[src/hw/rtl/hex27_pkg.sv]
// ----------------------------------------------------------------------------
// hex27_pkg
// Types, widths and arithmetic helpers shared by the 27-node hexahedron
// shape function pipeline.
// ----------------------------------------------------------------------------
package hex27_pkg;

  // fixed-point format of coordinates and results
  localparam int FRAC_BITS  = 14;
  localparam int ONE        = 1 << FRAC_BITS;
  localparam int HALF       = 1 << (FRAC_BITS - 1);

  // field and datapath widths
  localparam int CW         = 16;            // input coordinate
  localparam int TW         = CW + 1;        // clamped coordinate, holds +ONE
  localparam int VW         = 18;            // 1d basis and derivative values
  localparam int QW         = 20;            // rounded first product
  localparam int OW         = 20;            // result value
  localparam int PW         = 40;            // full products before rounding
  localparam int NW         = 5;             // node number

  localparam int NODE_COUNT = 27;
  localparam logic [NW-1:0] LAST_NODE = NW'(NODE_COUNT - 1);

  localparam int OUT_MAX    = (1 << (OW - 1)) - 1;
  localparam int OUT_MIN    = -(1 << (OW - 1));

  typedef logic signed [VW-1:0] val_t;

  // input item: one natural coordinate point
  typedef struct packed {
    logic signed [CW-1:0] coord_x;
    logic signed [CW-1:0] coord_y;
    logic signed [CW-1:0] coord_z;
  } point_t;

  // result item: one node
  typedef struct packed {
    logic [NW-1:0]        node_number;
    logic signed [OW-1:0] shape_value;
    logic signed [OW-1:0] deriv_x;
    logic signed [OW-1:0] deriv_y;
    logic signed [OW-1:0] deriv_z;
    logic                 last_node;
  } result_t;

  // three lagrange polynomials and their derivatives on one axis
  typedef struct packed {
    val_t l0;
    val_t l1;
    val_t l2;
    val_t d0;
    val_t d1;
    val_t d2;
  } axis_t;

  typedef struct packed {
    axis_t ax_x;
    axis_t ax_y;
    axis_t ax_z;
  } basis_t;

  // factors of one node, as chosen by the node sequencer
  typedef struct packed {
    logic [NW-1:0] node;
    logic          last;
    val_t          lx;
    val_t          dx;
    val_t          ly;
    val_t          dy;
    val_t          lz;
    val_t          dz;
  } factor_t;

  // round p / 2^s to nearest, ties away from zero
  function automatic logic signed [PW-1:0] rnd_shift(input logic signed [PW-1:0] p,
                                                     input int unsigned s);
    logic [PW-1:0] mag;
    logic [PW-1:0] r;
    mag = p[PW-1] ? -p : p;
    r   = (mag + (PW'(1) << (s - 1))) >> s;
    return p[PW-1] ? -$signed(r) : $signed(r);
  endfunction

  // saturate to the result range
  function automatic logic signed [OW-1:0] sat_out(input logic signed [PW-1:0] v);
    logic signed [OW-1:0] r;
    if (v > PW'(OUT_MAX)) begin
      r = OW'(OUT_MAX);
    end else if (v < PW'(OUT_MIN)) begin
      r = OW'(OUT_MIN);
    end else begin
      r = OW'(v);
    end
    return r;
  endfunction

endpackage

[src/hw/rtl/hex27_basis.sv]
// ----------------------------------------------------------------------------
// hex27_basis
// Two-stage front end: clamps each coordinate and squares it, then forms the
// three quadratic lagrange values and their derivatives per axis.
// ----------------------------------------------------------------------------
module hex27_basis import hex27_pkg::*; (
  input  logic   clk,
  input  logic   rst,
  input  logic   in_valid,
  output logic   in_ready,
  input  point_t in_point,
  output logic   out_valid,
  input  logic   out_ready,
  output basis_t out_basis
);

  // clamp a coordinate to [-1, 1]
  function automatic logic signed [TW-1:0] clamp_coord(input logic signed [CW-1:0] c);
    logic signed [TW-1:0] v;
    v = TW'(c);
    if (v > TW'(ONE)) begin
      v = TW'(ONE);
    end else if (v < -TW'(ONE)) begin
      v = -TW'(ONE);
    end
    return v;
  endfunction

  // basis values from the coordinate and its square
  function automatic axis_t make_axis(input logic signed [TW-1:0] t,
                                      input logic signed [PW-1:0] sq);
    logic signed [PW-1:0] tw;
    logic signed [PW-1:0] tone;
    axis_t a;
    tw   = PW'(t);
    tone = tw <<< FRAC_BITS;
    a.l0 = VW'(rnd_shift(sq - tone, FRAC_BITS + 1));
    a.l1 = VW'(PW'(ONE) - rnd_shift(sq, FRAC_BITS));
    a.l2 = VW'(rnd_shift(sq + tone, FRAC_BITS + 1));
    a.d0 = VW'(tw - PW'(HALF));
    a.d1 = VW'(-(tw <<< 1));
    a.d2 = VW'(tw + PW'(HALF));
    return a;
  endfunction

  logic                 v1;
  logic                 v2;
  logic                 en1;
  logic                 en2;
  logic signed [CW-1:0] coord [3];
  logic signed [TW-1:0] t1    [3];
  logic signed [PW-1:0] sq1   [3];
  axis_t                ax    [3];

  assign en2       = !v2 || out_ready;
  assign en1       = !v1 || en2;
  assign in_ready  = en1;
  assign out_valid = v2;

  assign coord[0] = in_point.coord_x;
  assign coord[1] = in_point.coord_y;
  assign coord[2] = in_point.coord_z;

  // stage valid bits
  always_ff @(posedge clk) begin
    if (rst) begin
      v1 <= 1'b0;
      v2 <= 1'b0;
    end else begin
      if (en1) v1 <= in_valid;
      if (en2) v2 <= v1;
    end
  end

  // per-axis clamp and square, then basis values
  for (genvar i = 0; i < 3; i++) begin : g_axis
    logic signed [TW-1:0] tc;
    assign tc    = clamp_coord(coord[i]);
    assign ax[i] = make_axis(t1[i], sq1[i]);

    always_ff @(posedge clk) begin
      if (en1 && in_valid) begin
        t1[i]  <= tc;
        sq1[i] <= PW'(tc) * PW'(tc);
      end
    end
  end

  always_ff @(posedge clk) begin
    if (en2 && v1) begin
      out_basis.ax_x <= ax[0];
      out_basis.ax_y <= ax[1];
      out_basis.ax_z <= ax[2];
    end
  end

endmodule

[config.mk]
export PLATFORM = sky130hd
export DESIGN_NAME = hex27_basis
export DESIGN_NICKNAME = d
export VERILOG_FILES = /design/src/hw/rtl/hex27_pkg.sv /design/src/hw/rtl/hex27_basis.sv
export SDC_FILE = /design/constraint.sdc
export NUM_CORES = 2
export LEC_CHECK = 0
export BUFFER_PORTS_ARGS = -buffer_cell sky130_fd_sc_hd__buf_2
export CAP_MARGIN = 10
export CORE_AREA = 2 2 396 398
export DETAILED_ROUTE_END_ITERATION = 10
export DIE_AREA = 0 0 398 400
export PLACE_DENSITY_LB_ADDON = 0.1
export SETUP_SLACK_MARGIN = 0.05
export SLEW_MARGIN = 20
export SYNTH_ARGS = -nofsm -noshare
export SYNTH_HDL_FRONTEND = slang
export SYNTH_SLANG_ARGS = --single-unit
export TNS_END_PERCENT = 30
[constraint.sdc]
create_clock -name clk -period 14.6 [get_ports clk]
set_clock_uncertainty 0.05 [all_clocks]
set_input_delay 0.73 -clock clk [delete_from_list [all_inputs] [get_ports clk]]
set_output_delay 0.73 -clock clk [all_outputs]
set_load 0.005 [all_outputs]
==> impl_metrics.tcl <==
set metrics [dict create \
    outcome "finished, final reports clean" \
    num_io_pins 378 \
    hpwl_mm 151 \
    max_clock_freq_mhz 114 \
    die_h_um 400 \
    worst_slack_ps 5790 \
    setup_viol 0 \
    yosys_warnings 0 \
    cp_num_cells 25 \
    crit_arrival_ps 9160 \
    synth_top_cell_by_area "fa_1" \
    ys_seq_area_share_pct 19.5 \
    grt_max_degree 149 \
    cts_resized 0 \
    area_delta_synth_final_pct 8.11 \
    max_cap_violations 0 \
    synth_area_per_cell_um2 8.93 \
    cp_common_cell "fa_1" \
    min_from "rst" \
    grt_antenna_before_repair 6 \
    die_x_um 398 \
    detail-route-antenna-nets 0 \
    grt_pass1_vias 51500 \
    clock-root-buffer "clkbuf_16" \
    drt_first_pass_iters 7 \
    initial_core_util_pct 41.8 \
    min_path_type "in2reg" \
    drcViolationCount 0 \
    port_buffers 374 \
    synth_cells 7249 \
    hold_depth 2 \
    cts-buffers-inserted 55 \
    post-route-period-util_pct 60.3 \
    hold_buffers 0 \
    synth_edf_count 420 \
    holdWs_ps 161 \
    worstRegToRegCells 21 \
    vias 50900 \
    worstSetupPathType "in2reg" \
    htreeDepth 2 \
    crit_path_end_kind "flip-flop" \
    final_util_pct 45.1 \
    detail_route.vias_per_cell 5.36 \
    post_cts_buffers 0 \
    r2r_start "sq1[0][95]$_DFFE_PP_" \
    gp_congestion 0.933 \
    async_reset_ff_share_pct 0 \
    rows 145 \
    ys.flop_type "edfxtp_1" \
    synth_area_um2 64800 \
    crit_slowest_cell "nand2_1" \
    path_delay_family "adder cells" \
    critPathBufInv 5 \
    die_area_um2 159000 \
    clk_path_buf_depth 3 \
    rsz0062_at_grt "false" \
    ys_types 114 \
    synth_top_area_share_pct 24.1 \
    cp.required_ps 14950 \
    rr_endpoint "out_basis[70]$_DFFE_PP_" \
    gr-total-overflow 0 \
    final.min_clock_period_ps 8810 \
    crit_fanout 32 \
    insertion_delay_ps 690 \
    cpPeakStageDelay_ps 780 \
    setup.worst_path.start_class "input port" \
    worstMarginPinSlew_ps 1120 \
    drive_gt1_share_pct 8.36 \
    cts_num_sinks 422 \
    cts_tree "yes" \
    grtUsageTotal_pct 23.2 \
    reg2reg_slack_ps 6820 \
    drtIter0Drc 3554 \
    synth_area_leaders "fa_1, edfxtp_1, ha_1" \
    core_um2 155000 \
    min_delay_worst_endpoint "out_valid$_SDFFE_PP0P_" \
    place_ws_ps 5140 \
    final_nets 8638 \
    hold_violations 0 \
    path_clk_slew_ps 60 \
    postRouteWirelength_mm 185 \
    slew_headroom_pct 24.6 \
    grt_pass1_wl_mm 292 \
    tns_ps 0 \
    drv_slew 0 \
    post_drt_wl_per_cell_um 19.5 \
    synth_seq_cells 422 \
]
## worst max-delay path by stage
stage	start	endpoint	slack (ps)
2_1_floorplan	out_ready	out_basis[100]$_DFFE_PP_	620
3_3_place_gp	in_point[31]	sq1[0][79]$_DFFE_PP_	5400
3_5_place_dp	in_point[31]	sq1[0][79]$_DFFE_PP_	5140
4_1_cts	in_point[31]	sq1[0][79]$_DFFE_PP_	5900
5_1_grt	in_point[31]	sq1[0][79]$_DFFE_PP_	5170
6_report	in_point[31]	sq1[0][79]$_DFFE_PP_	5790
## through the flow
| step | cells | area (um2) |
|---|---|---|
| after floorplan | 7251 | 64800 |
| after global placement | 9402 | 68100 |
| after detailed placement | 9402 | 68100 |
| after CTS | 9501 | 70000 |
| after global routing | 9503 | 70000 |
| final | 9504 | 70000 |
## cell usage after synthesis, drive strengths merged, types with 14 or more instances
master,count
o22ai,25
a2111oi,18
a21boi,24
and3,142
nand2,583
o21ai,233
inv,1269
and4,14
a41oi,15
edfxtp,420
or3,63
fa,780
o311ai,15
o31ai,69
clkbuf,232
o21bai,26
a21oi,269
nand2b,59
o21a,37
o211ai,32
and2,66
o41ai,21
xnor2,515
xor2,181
mux2i,40
nor2,476
or4,31
a22oi,14
nor2b,61
nor3b,21
nor4,88
buf,82
nand3,193
a21o,53
a211o,16
a31oi,74
ha,405
nand4,70
a211oi,53
o31a,17
or2,44
nor3,172
mux2,14
## layer usage
metal  global-route usage [%]  up-vias  wire, um
met5                        0        -        25
met1                     31.5    24800     83100
met3                     2.67      287      8590
met4                     7.61        4      6310
li1                         -    24500         -
met2                     38.5     1344     86900
## logic make-up (layout without fill, tap and decap cells)
family	count (synthesis)	in the layout	synth area share (%)
AOI/OAI and AO/OA	1161	1161	12.1
and+or+nand+nor	2137	2137	16.5
xor gates and xnor gates	697	697	9.46
muxes	54	54	0.862
other	1	6	0.00579
DFF	422	422	19.5
adders and majority gates	1186	1186	32.0
buffers and inverters	1591	1783	9.59
## cell type report
cell class	instances	area, um2
Tap cell	2058	2570
Timing Repair Buffer	407	2130
Fill cell	15300	85100
Inverter	1277	4790
Antenna cell	3	7.51
Clock inverter	40	519
Clock buffer	59	1390
Sequential cell	422	12700
Multi-Input combinational cell	5238	45900
## registers in the layout (all words and copies together) (netlist names)
| register | cells |
|---|---|
| out_basis | 276 |
| sq1 | 96 |
| t1 | 48 |
| out_valid | 1 |
| v1 | 1 |
## cell usage in the layout (no fill, tap or decap), types with 55 or more instances in the layout
cell type,n
nand2_1,582
a31oi_1,74
xnor2_1,514
xor2_1,181
fa_1,780
nand4_1,70
ha_1,405
edfxtp_1,420
nand2b_1,59
nand3_1,193
inv_1,1269
and2_1,61
o21ai_0,222
nor2_1,475
nor2b_1,60
nor4_1,80
nor3_1,166
a21oi_1,267
and3_1,142
clkbuf_16,55
buf_2,374
o31ai_1,66
or3_1,63
Power is left out: the tool's default activity adds up to more than one toggle a clock period on the data nets, which glitch-free logic cannot reach.
