**config.mk**
```make
export PLATFORM = sky130hd
export DESIGN_NAME = hex27_node_seq
export DESIGN_NICKNAME = d
export VERILOG_FILES = /design/src/hw/rtl/hex27_pkg.sv /design/src/hw/rtl/hex27_node_seq.sv
export SDC_FILE = /design/constraint.sdc
export NUM_CORES = 1
export LEC_CHECK = 0
export BUFFER_PORTS_ARGS = -buffer_cell sky130_fd_sc_hd__buf_2
export CORE_UTILIZATION = 56
export CTS_BUF_LIST = sky130_fd_sc_hd__clkbuf_16
export DETAILED_ROUTE_END_ITERATION = 8
export PLACE_DENSITY = 0.92
export SLEW_MARGIN = 10
export SYNTH_ARGS = -nofsm -noshare
export SYNTH_HDL_FRONTEND = slang
export SYNTH_SLANG_ARGS = --single-unit
```
**constraint.sdc**
```tcl
create_clock -name clk -period 29.9 [get_ports clk]
set_clock_uncertainty 0.2 [all_clocks]
set_input_delay 5.98 -clock clk [delete_from_list [all_inputs] [get_ports clk]]
set_output_delay 5.98 -clock clk [all_outputs]
set_load 0.02 [all_outputs]
```
**src/hw/rtl/hex27_pkg.sv**
```systemverilog
// ----------------------------------------------------------------------------
// hex27_pkg
// Types, widths and arithmetic helpers shared by the 27-node hexahedron
// shape function pipeline.
// ----------------------------------------------------------------------------
package hex27_pkg;

  // fixed-point format of coordinates and results
  localparam int FRAC_BITS  = 14;
  localparam int ONE        = 1 << FRAC_BITS;
  localparam int HALF       = 1 << (FRAC_BITS - 1);

  // field and datapath widths
  localparam int CW         = 16;            // input coordinate
  localparam int TW         = CW + 1;        // clamped coordinate, holds +ONE
  localparam int VW         = 18;            // 1d basis and derivative values
  localparam int QW         = 20;            // rounded first product
  localparam int OW         = 20;            // result value
  localparam int PW         = 40;            // full products before rounding
  localparam int NW         = 5;             // node number

  localparam int NODE_COUNT = 27;
  localparam logic [NW-1:0] LAST_NODE = NW'(NODE_COUNT - 1);

  localparam int OUT_MAX    = (1 << (OW - 1)) - 1;
  localparam int OUT_MIN    = -(1 << (OW - 1));

  typedef logic signed [VW-1:0] val_t;

  // input item: one natural coordinate point
  typedef struct packed {
    logic signed [CW-1:0] coord_x;
    logic signed [CW-1:0] coord_y;
    logic signed [CW-1:0] coord_z;
  } point_t;

  // result item: one node
  typedef struct packed {
    logic [NW-1:0]        node_number;
    logic signed [OW-1:0] shape_value;
    logic signed [OW-1:0] deriv_x;
    logic signed [OW-1:0] deriv_y;
    logic signed [OW-1:0] deriv_z;
    logic                 last_node;
  } result_t;

  // three lagrange polynomials and their derivatives on one axis
  typedef struct packed {
    val_t l0;
    val_t l1;
    val_t l2;
    val_t d0;
    val_t d1;
    val_t d2;
  } axis_t;

  typedef struct packed {
    axis_t ax_x;
    axis_t ax_y;
    axis_t ax_z;
  } basis_t;

  // factors of one node, as chosen by the node sequencer
  typedef struct packed {
    logic [NW-1:0] node;
    logic          last;
    val_t          lx;
    val_t          dx;
    val_t          ly;
    val_t          dy;
    val_t          lz;
    val_t          dz;
  } factor_t;

  // round p / 2^s to nearest, ties away from zero
  function automatic logic signed [PW-1:0] rnd_shift(input logic signed [PW-1:0] p,
                                                     input int unsigned s);
    logic [PW-1:0] mag;
    logic [PW-1:0] r;
    mag = p[PW-1] ? -p : p;
    r   = (mag + (PW'(1) << (s - 1))) >> s;
    return p[PW-1] ? -$signed(r) : $signed(r);
  endfunction

  // saturate to the result range
  function automatic logic signed [OW-1:0] sat_out(input logic signed [PW-1:0] v);
    logic signed [OW-1:0] r;
    if (v > PW'(OUT_MAX)) begin
      r = OW'(OUT_MAX);
    end else if (v < PW'(OUT_MIN)) begin
      r = OW'(OUT_MIN);
    end else begin
      r = OW'(v);
    end
    return r;
  endfunction

endpackage

```
**src/hw/rtl/hex27_node_seq.sv**
```systemverilog
// ----------------------------------------------------------------------------
// hex27_node_seq
// Holds one point's basis values and steps through the 27 nodes, one per
// cycle unless out_ready stalls; factors come from the node position table.
// ----------------------------------------------------------------------------
module hex27_node_seq import hex27_pkg::*; (
  input  logic    clk,
  input  logic    rst,
  input  logic    in_valid,
  output logic    in_ready,
  input  basis_t  in_basis,
  output logic    out_valid,
  input  logic    out_ready,
  output factor_t out_factor
);

  // node position on an axis
  localparam logic [1:0] P_NEG = 2'd0;
  localparam logic [1:0] P_MID = 2'd1;
  localparam logic [1:0] P_POS = 2'd2;

  localparam logic [1:0] PX_TAB [NODE_COUNT] = '{
    P_NEG, P_POS, P_POS, P_NEG, P_NEG, P_POS, P_POS, P_NEG, P_MID,
    P_POS, P_MID, P_NEG, P_MID, P_POS, P_MID, P_NEG, P_NEG, P_POS,
    P_POS, P_NEG, P_MID, P_MID, P_MID, P_POS, P_MID, P_NEG, P_MID};
  localparam logic [1:0] PY_TAB [NODE_COUNT] = '{
    P_NEG, P_NEG, P_POS, P_POS, P_NEG, P_NEG, P_POS, P_POS, P_NEG,
    P_MID, P_POS, P_MID, P_NEG, P_MID, P_POS, P_MID, P_NEG, P_NEG,
    P_POS, P_POS, P_MID, P_MID, P_NEG, P_MID, P_POS, P_MID, P_MID};
  localparam logic [1:0] PZ_TAB [NODE_COUNT] = '{
    P_NEG, P_NEG, P_NEG, P_NEG, P_POS, P_POS, P_POS, P_POS, P_NEG,
    P_NEG, P_NEG, P_NEG, P_POS, P_POS, P_POS, P_POS, P_MID, P_MID,
    P_MID, P_MID, P_NEG, P_POS, P_MID, P_MID, P_MID, P_MID, P_MID};

  function automatic val_t pick_l(input axis_t a, input logic [1:0] p);
    val_t r;
    case (p)
      P_NEG:   r = a.l0;
      P_MID:   r = a.l1;
      P_POS:   r = a.l2;
      default: r = a.l1;
    endcase
    return r;
  endfunction

  function automatic val_t pick_d(input axis_t a, input logic [1:0] p);
    val_t r;
    case (p)
      P_NEG:   r = a.d0;
      P_MID:   r = a.d1;
      P_POS:   r = a.d2;
      default: r = a.d1;
    endcase
    return r;
  endfunction

  basis_t        pt;
  logic          pt_valid;
  logic [NW-1:0] cnt;
  logic          f_valid;
  logic          en;
  logic          at_last;
  logic [1:0]    px;
  logic [1:0]    py;
  logic [1:0]    pz;

  assign en        = !f_valid || out_ready;
  assign at_last   = (cnt == LAST_NODE);
  assign in_ready  = !pt_valid || (en && at_last);
  assign out_valid = f_valid;

  assign px = PX_TAB[cnt];
  assign py = PY_TAB[cnt];
  assign pz = PZ_TAB[cnt];

  // point holding register and node counter
  always_ff @(posedge clk) begin
    if (rst) begin
      pt_valid <= 1'b0;
      cnt      <= '0;
      f_valid  <= 1'b0;
    end else begin
      if (en) begin
        f_valid <= pt_valid;
        if (pt_valid) cnt <= at_last ? '0 : cnt + NW'(1);
      end
      if (in_valid && in_ready) begin
        pt_valid <= 1'b1;
      end else if (en && pt_valid && at_last) begin
        pt_valid <= 1'b0;
      end
    end
  end

  always_ff @(posedge clk) begin
    if (in_valid && in_ready) pt <= in_basis;
  end

  // factor register for the current node
  always_ff @(posedge clk) begin
    if (en && pt_valid) begin
      out_factor.node <= cnt;
      out_factor.last <= at_last;
      out_factor.lx   <= pick_l(pt.ax_x, px);
      out_factor.dx   <= pick_d(pt.ax_x, px);
      out_factor.ly   <= pick_l(pt.ax_y, py);
      out_factor.dy   <= pick_d(pt.ax_y, py);
      out_factor.lz   <= pick_l(pt.ax_z, pz);
      out_factor.dz   <= pick_d(pt.ax_z, pz);
    end
  end

endmodule

```
==> metrics.csv, run 1 <==
stage,metric,value,unit
placement,port_buffers,443,
clocking,cts_max_path_buffers,3,
timing,min_period_over_period,0.4300,
die,start_util,0.5715,
detailed_routing,via_per_inst,5.443,
timing,whs,0.3456,ns
clocking,clock_latency,0.52,ns
placement,place_hpwl,24110,um
clocking,cts_setup_buffers,0,
clocking,htreeDepth,2,
die,dieArea,29110,um^2
cells_and_area,layout-drive-gt1-share,0.4021,
detailed_routing,drt-total-wl,36360,um
detailed_routing,drc,0,
timing,fmax,0.07779,GHz
critical_path,cp.arrival,6.68,ns
yosys,synthesis.area,15920,um^2
timing,layout_setup_ws,17.04,ns
die,design.core.area,27860,um^2
yosys,avgSynthCellArea,19.04,um^2
power_and_ir_drop,internal_power,0.001065,W
timing,slew_violations,0,
timing,setup_violations,0,
yosys,yosys_warnings,0,
critical_path,crit_path_end_kind,output pin,
yosys,synthCells,836,
placement,place_ws,17.08,ns
clocking,cts_resized,0,
timing,hold_viol_final,0,
global_routing,grt_overflow,0,
placement,finalWeightedCongestion,0.8222,
timing,tightest_slew,1.156,ns
cells_and_area,layout.cells.most_common,buf_2,
power_and_ir_drop,clkPwrFrac,0.384,
outcome,status,"finished, final reports clean",
clocking,numCtsBuffers,44,
global_routing,grt_pass1_wl,51520,um
clocking,clk_pin_slew_worst_paths,0.06,ns
power_and_ir_drop,p_switching,0.0002866,W
detailed_routing,drtIter0Drc,649,
power_and_ir_drop,sw_frac_of_total,0.2120,
detailed_routing,vias,9340,
die,ios,444,
die,die_y,170.6,um
hold_path,hold_class,reg -> reg,
critical_path,criticalPathCategory,in -> out,
detailed_routing,drt_first_pass_iters,5,
global_routing,grt_max_degree,92,
cells_and_area,mostFrequentLayoutCells,"buf_2, edfxtp_1, nor2_1, a21oi_1, mux2i_1",
timing,rsz0062_at_grt,no,
die,row_count,61,
detailed_routing,avgRoutedWirePerCell,21.19,um
power_and_ir_drop,p_seq_frac,0.549,
yosys,syn_nets,1170,
clocking,cts_tree,yes,
critical_path,path_max_fanout,3,
power_and_ir_drop,finalPower,0.001352,W
power_and_ir_drop,p_leak,8.214,nW
cells_and_area,fin_nets,1630,
power_and_ir_drop,vdd_ir_drop_max,0.05732,mV
cells_and_area,syn2layout_area_growth,24.78,%
clocking,cts.sink_count,445,
clocking,postCtsHoldBufs,0,
timing,tns,0,ns
yosys,yosysSeqAreaShare,0.8350,
flow_run,cap_violations,0,
power_and_ir_drop,p_comb_frac,0.067,
yosys,ys_ff_latch,445,
global_routing,grtUsageTotal,0.2403,
die,die_w,170.6,um
critical_path,critPathRequiredTime,23.72,ns
cells_and_area,fin_util,0.7131,
global_routing,antenna_found_initial,8,
detailed_routing,antenna_left,0,
critical_path,cp-start-kind,input port,
timing,relSlewSlack,0.2290,
global_routing,grt_pass1_vias,9537,
yosys,synth_cell_type_count,35,
timing,fin_crit,12.86,ns
clocking,root_buffer,clkbuf_16,
power_and_ir_drop,powerDensity,68.07,nW/um^2
worst max-delay path: stages:
cell and delay (ns):
buf_2 0.10, nor2b_1 0.05, o21ai_0 0.31, buf_2 0.24
power groups by stage:
stage          logic (W)  clock network (W)  registers [W]
6_report       0.0000906           0.000520       0.000742
3_5_place_dp   0.0000905                  0       0.000755
3_3_place_gp   0.0000862                  0       0.000752
5_1_grt        0.0000973           0.000548       0.000744
4_1_cts        0.0000912           0.000526       0.000742
2_1_floorplan  0.0000341                  0       0.000773
worst paths after layout:
check                 startpoint                  endpoint  slack [ns]  cells after the start
max                    out_ready                  in_ready       17.04                      4
min            pt[198]$_DFFE_PP_  out_factor[54]$_DFFE_PN_        0.35                      1
max reg2reg  cnt[3]$_SDFFE_PP0N_         pt[280]$_DFFE_PP_       24.94                      5
min reg2reg    pt[198]$_DFFE_PP_  out_factor[54]$_DFFE_PN_        0.35                      1
Yosys cell counts:
cell	instances	area share
and2_1	1	0.00039
a31oi_4	1	0.0013
a221o_1	30	0.019
or2_0	1	0.00039
and4b_1	1	0.00063
a21oi_1	77	0.024
a31o_2	1	0.00055
edfxtp_1	438	0.83
a211oi_1	1	0.00047
and3_1	33	0.013
mux2i_1	73	0.046
or3_1	1	0.00039
a32o_2	1	0.00071
o21ai_0	5	0.0016
buf_6	8	0.0057
nor4bb_1	1	0.00063
a21o_1	1	0.00047
buf_2	12	0.0038
nor2b_1	4	0.0016
nand2_1	4	0.00094
nand3_1	6	0.0019
ha_1	6	0.0047
clkbuf_1	15	0.0035
dfxtp_1	7	0.0088
and3_2	5	0.0024
inv_1	7	0.0017
nand2b_1	2	0.00079
nor4b_2	1	0.00094
a221o_2	6	0.0042
nand2_2	1	0.00039
buf_4	5	0.0024
a211oi_4	1	0.0013
and3b_1	1	0.00055
nand4b_1	1	0.00055
nor2_1	78	0.018
layer usage:
| metal | global-route usage | vias to the layer above | share of wire |
|---|---|---|---|
| met5 | 0 | - | 0 |
| met4 | 0.1297 | 0 | 0.048 |
| met3 | 0.06870 | 126 | 0.087 |
| met2 | 0.4316 | 517 | 0.53 |
| met1 | 0.2543 | 4473 | 0.34 |
| li1 | - | 4224 | - |
logic make-up after synthesis:
kind of cell,share of synthesized area
DFF,0.8350
AOI/OAI and AO/OA,0.05368
buffers and inverters,0.01698
and+or+nand+nor,0.04378
muxes,0.04590
adders and majority gates,0.004715
metrics by stage:
stage                     instance area [um^2]  cells
after global routing                     19860   1714
after detailed placement                 18480   1628
after global placement                   18480   1628
after floorplan                          15920    836
after CTS                                19840   1706
final                                    19870   1716
flip-flops by register name, indices dropped and copies added (netlist names):
signal	cells
pt	324
out_factor	114
out_valid	1
cnt	5
pt_valid	1
layout make-up:
cell class	count	area [um^2]
Antenna cell	10	25.02
Clock buffer	45	1126
Clock inverter	33	236.5
Fill cell	1667	7993
Inverter	7	28.78
Multi-Input combinational cell	344	2384
Sequential cell	445	13290
Tap cell	378	473.0
Timing Repair Buffer	454	2300
Power figures use the tool's default switching activity.
==> inputs of run 2 (changes only) <==
--- a/config.mk
+++ b/config.mk
@@ -6,10 +6,10 @@
 export NUM_CORES = 1
 export LEC_CHECK = 0
 export BUFFER_PORTS_ARGS = -buffer_cell sky130_fd_sc_hd__buf_2
-export CORE_UTILIZATION = 56
+export CORE_UTILIZATION = 47
 export CTS_BUF_LIST = sky130_fd_sc_hd__clkbuf_16
 export DETAILED_ROUTE_END_ITERATION = 8
-export PLACE_DENSITY = 0.92
+export PLACE_DENSITY = 0.83
 export SLEW_MARGIN = 10
 export SYNTH_ARGS = -nofsm -noshare
 export SYNTH_HDL_FRONTEND = slang
==> constraint.sdc (replaced) <==
create_clock -name clk -period 11.5 [get_ports clk]
set_clock_uncertainty 0.2 [all_clocks]
set_input_delay 2.3 -clock clk [delete_from_list [all_inputs] [get_ports clk]]
set_output_delay 2.3 -clock clk [all_outputs]
set_load 0.02 [all_outputs]
==> run 2 against run 1 <==
  * Clock power rose to 2.6 times the previous value
  * Count of clock-buffer cells in the layout did not move
  * First-iteration DRC count fell by 12%
  * Flip-flop and latch count did not move
  * Sequential power rose to 2.6 times the previous value
  * Via count fell by 2.3%
  * Global-route usage fell by 5.4 points
  * Final cell count rose by 3.7%
  * Die area rose by 19%
  * Critical path depth did not move
  * Critical path type unchanged
==> metrics.csv, run 2 (synthesis gave the netlist of run 1 again) <==
stage,metric,value,unit
global_routing,antenna_found_initial,5,
power_and_ir_drop,p_leak,8.219,nW
clocking,postCtsHoldBufs,0,
critical_path,crit_top_cell,buf_2,
timing,relSlewSlack,0.2372,
timing,whs,0.3423,ns
cells_and_area,syn2layout_area_growth,25.50,%
global_routing,grt_pass1_vias,8899,
critical_path,cp.arrival,2.97,ns
die,design.core.area,33450,um^2
die,ios,444,
detailed_routing,drtIter0Drc,573,
cells_and_area,largest_reg_flops,324,
critical_path,path_cells,"buf_2, nor2b_1, o21ai_0, buf_2",
timing,rsz0062_at_grt,no,
global_routing,grt_pass1_wl,48120,um
die,row_count,67,
detailed_routing,drt_first_pass_iters,5,
placement,place_hpwl,22570,um
timing,slew_violations,0,
clocking,clock_latency,0.53,ns
placement,placed_area,18560,um^2
detailed_routing,antenna_left,0,
timing,hold_viol_final,0,
timing,layout_setup_ws,6.030,ns
critical_path,crit_path_end_kind,output pin,
clocking,cts_resized,0,
critical_path,critPathSlowestCell,o21ai_0,
cells_and_area,top_regs,"pt (324), out_factor (114), cnt (5)",
critical_path,cp-start-kind,input port,
clocking,cts_max_path_buffers,3,
timing,tightest_slew,1.144,ns
critical_path,criticalPathCategory,in -> out,
clocking,htreeDepth,2,
die,die_w,186.0,um
flow_run,cap_violations,0,
cells_and_area,fin_util,0.5973,
timing,min_period_over_period,0.4757,
critical_path,critPathRequiredTime,9.00,ns
detailed_routing,avgRoutedWirePerCell,19.12,um
cells_and_area,fin_area,19980,um^2
clocking,clk_pin_slew_worst_paths,0.06,ns
timing,fin_crit,5.470,ns
clocking,numCtsBuffers,44,
die,start_util,0.4760,
timing,tns,0,ns
global_routing,grt_overflow,0,
detailed_routing,drt-total-wl,34030,um
die,die_y,186.0,um
power_and_ir_drop,vdd_ir_drop_max,0.1246,mV
detailed_routing,vias,9121,
cells_and_area,regArea,13290,um^2
critical_path,path_max_fanout,3,
clocking,cts_setup_buffers,0,
placement,finalWeightedCongestion,0.7899,
cells_and_area,mostFrequentLayoutCells,"buf_2, edfxtp_1, nor2_1, a21oi_1, mux2i_1",
clocking,cts_tree,yes,
clocking,root_buffer,clkbuf_16,
cells_and_area,layout-drive-gt1-share,0.4029,
power_and_ir_drop,powerDensity,176.7,nW/um^2
detailed_routing,via_per_inst,5.124,
hold_path,hold_class,reg -> reg,
timing,fmax,0.1828,GHz
placement,place_ws,6.042,ns
clocking,cts.sink_count,445,
detailed_routing,drc,0,
placement,port_buffers,443,
cells_and_area,top_register,pt,
global_routing,grt_max_degree,167,
die,dieArea,34610,um^2
cells_and_area,nFillCells,2421,
critical_path,slowest_delay,0.31,ns
cells_and_area,multi_input_area,2389,um^2
cells_and_area,fin_nets,1628,
timing,setup_violations,0,
outcome,status,"finished, final reports clean",
cells_and_area,layout.cells.most_common,buf_2,
global_routing,grtUsageTotal,0.1859,
==> run 2: cell count changes in the layout (fill, tap and decap cells not counted), sizes merged <==
cell | previous run | this run
diode | 10 | 4
buf | 454 | 452
clkinv | 19 | 17
inv | 17 | 19
bufinv | 3 | 4
clkinvlp | 1 | 2
==> run 2: worst paths after layout <==
check,startpoint,end,slack (ns),cells after the start
worst min-delay path,pt[181]$_DFFE_PP_,out_factor[55]$_DFFE_PN_,0.34,1
worst max register to register,cnt[3]$_SDFFE_PP0N_,pt[239]$_DFFE_PP_,7.46,4
worst min register to register,pt[181]$_DFFE_PP_,out_factor[55]$_DFFE_PN_,0.34,1
worst max-delay path,out_ready,in_ready,6.03,4
==> run 2: cell type report <==
type,instances,share of cell area
timing repair buffer,452,0.1150
antenna,4,0.0005010
multi-input combinational,344,0.1196
inverter,7,0.001440
sequential,445,0.6653
clock inverter,35,0.01378
tap,448,0.02806
clock buffer,45,0.05636
==> run 2: where the power goes <==
| group | switching (W) | internal (W) | total (W) |
|---|---|---|---|
| logic | 0.000139 | 0.0000929 | 0.000232 |
| registers | 0.0000272 | 0.00190 | 0.00193 |
| clock network | 0.000570 | 0.000801 | 0.00137 |
| total | 0.000736 | 0.00280 | 0.00353 |
==> run 2: per-layer routing <==
layer | vias up | wire length, um | global-route usage
met5 | - | 0 | 0
met4 | 0 | 1251 | 0.08230
met3 | 90 | 2869 | 0.04696
met2 | 454 | 17370 | 0.3191
met1 | 4369 | 12530 | 0.2208
li1 | 4208 | - | -
==> run 2: through the flow <==
step | power, W | std cells
detailed placement | 0.002194 | 1696
finish | 0.003531 | 1780
floorplan | 0.002100 | 836
CTS | 0.003560 | 1776
global route | 0.003643 | 1779
global placement | 0.002181 | 1696
==> run 2: critical path: cells and delay by family <==
family | cells | cell delay (ns)
buffers and inverters | 2 | 0.32
AND/OR/NAND/NOR | 1 | 0.04
AO/OA/AOI/OAI | 1 | 0.31
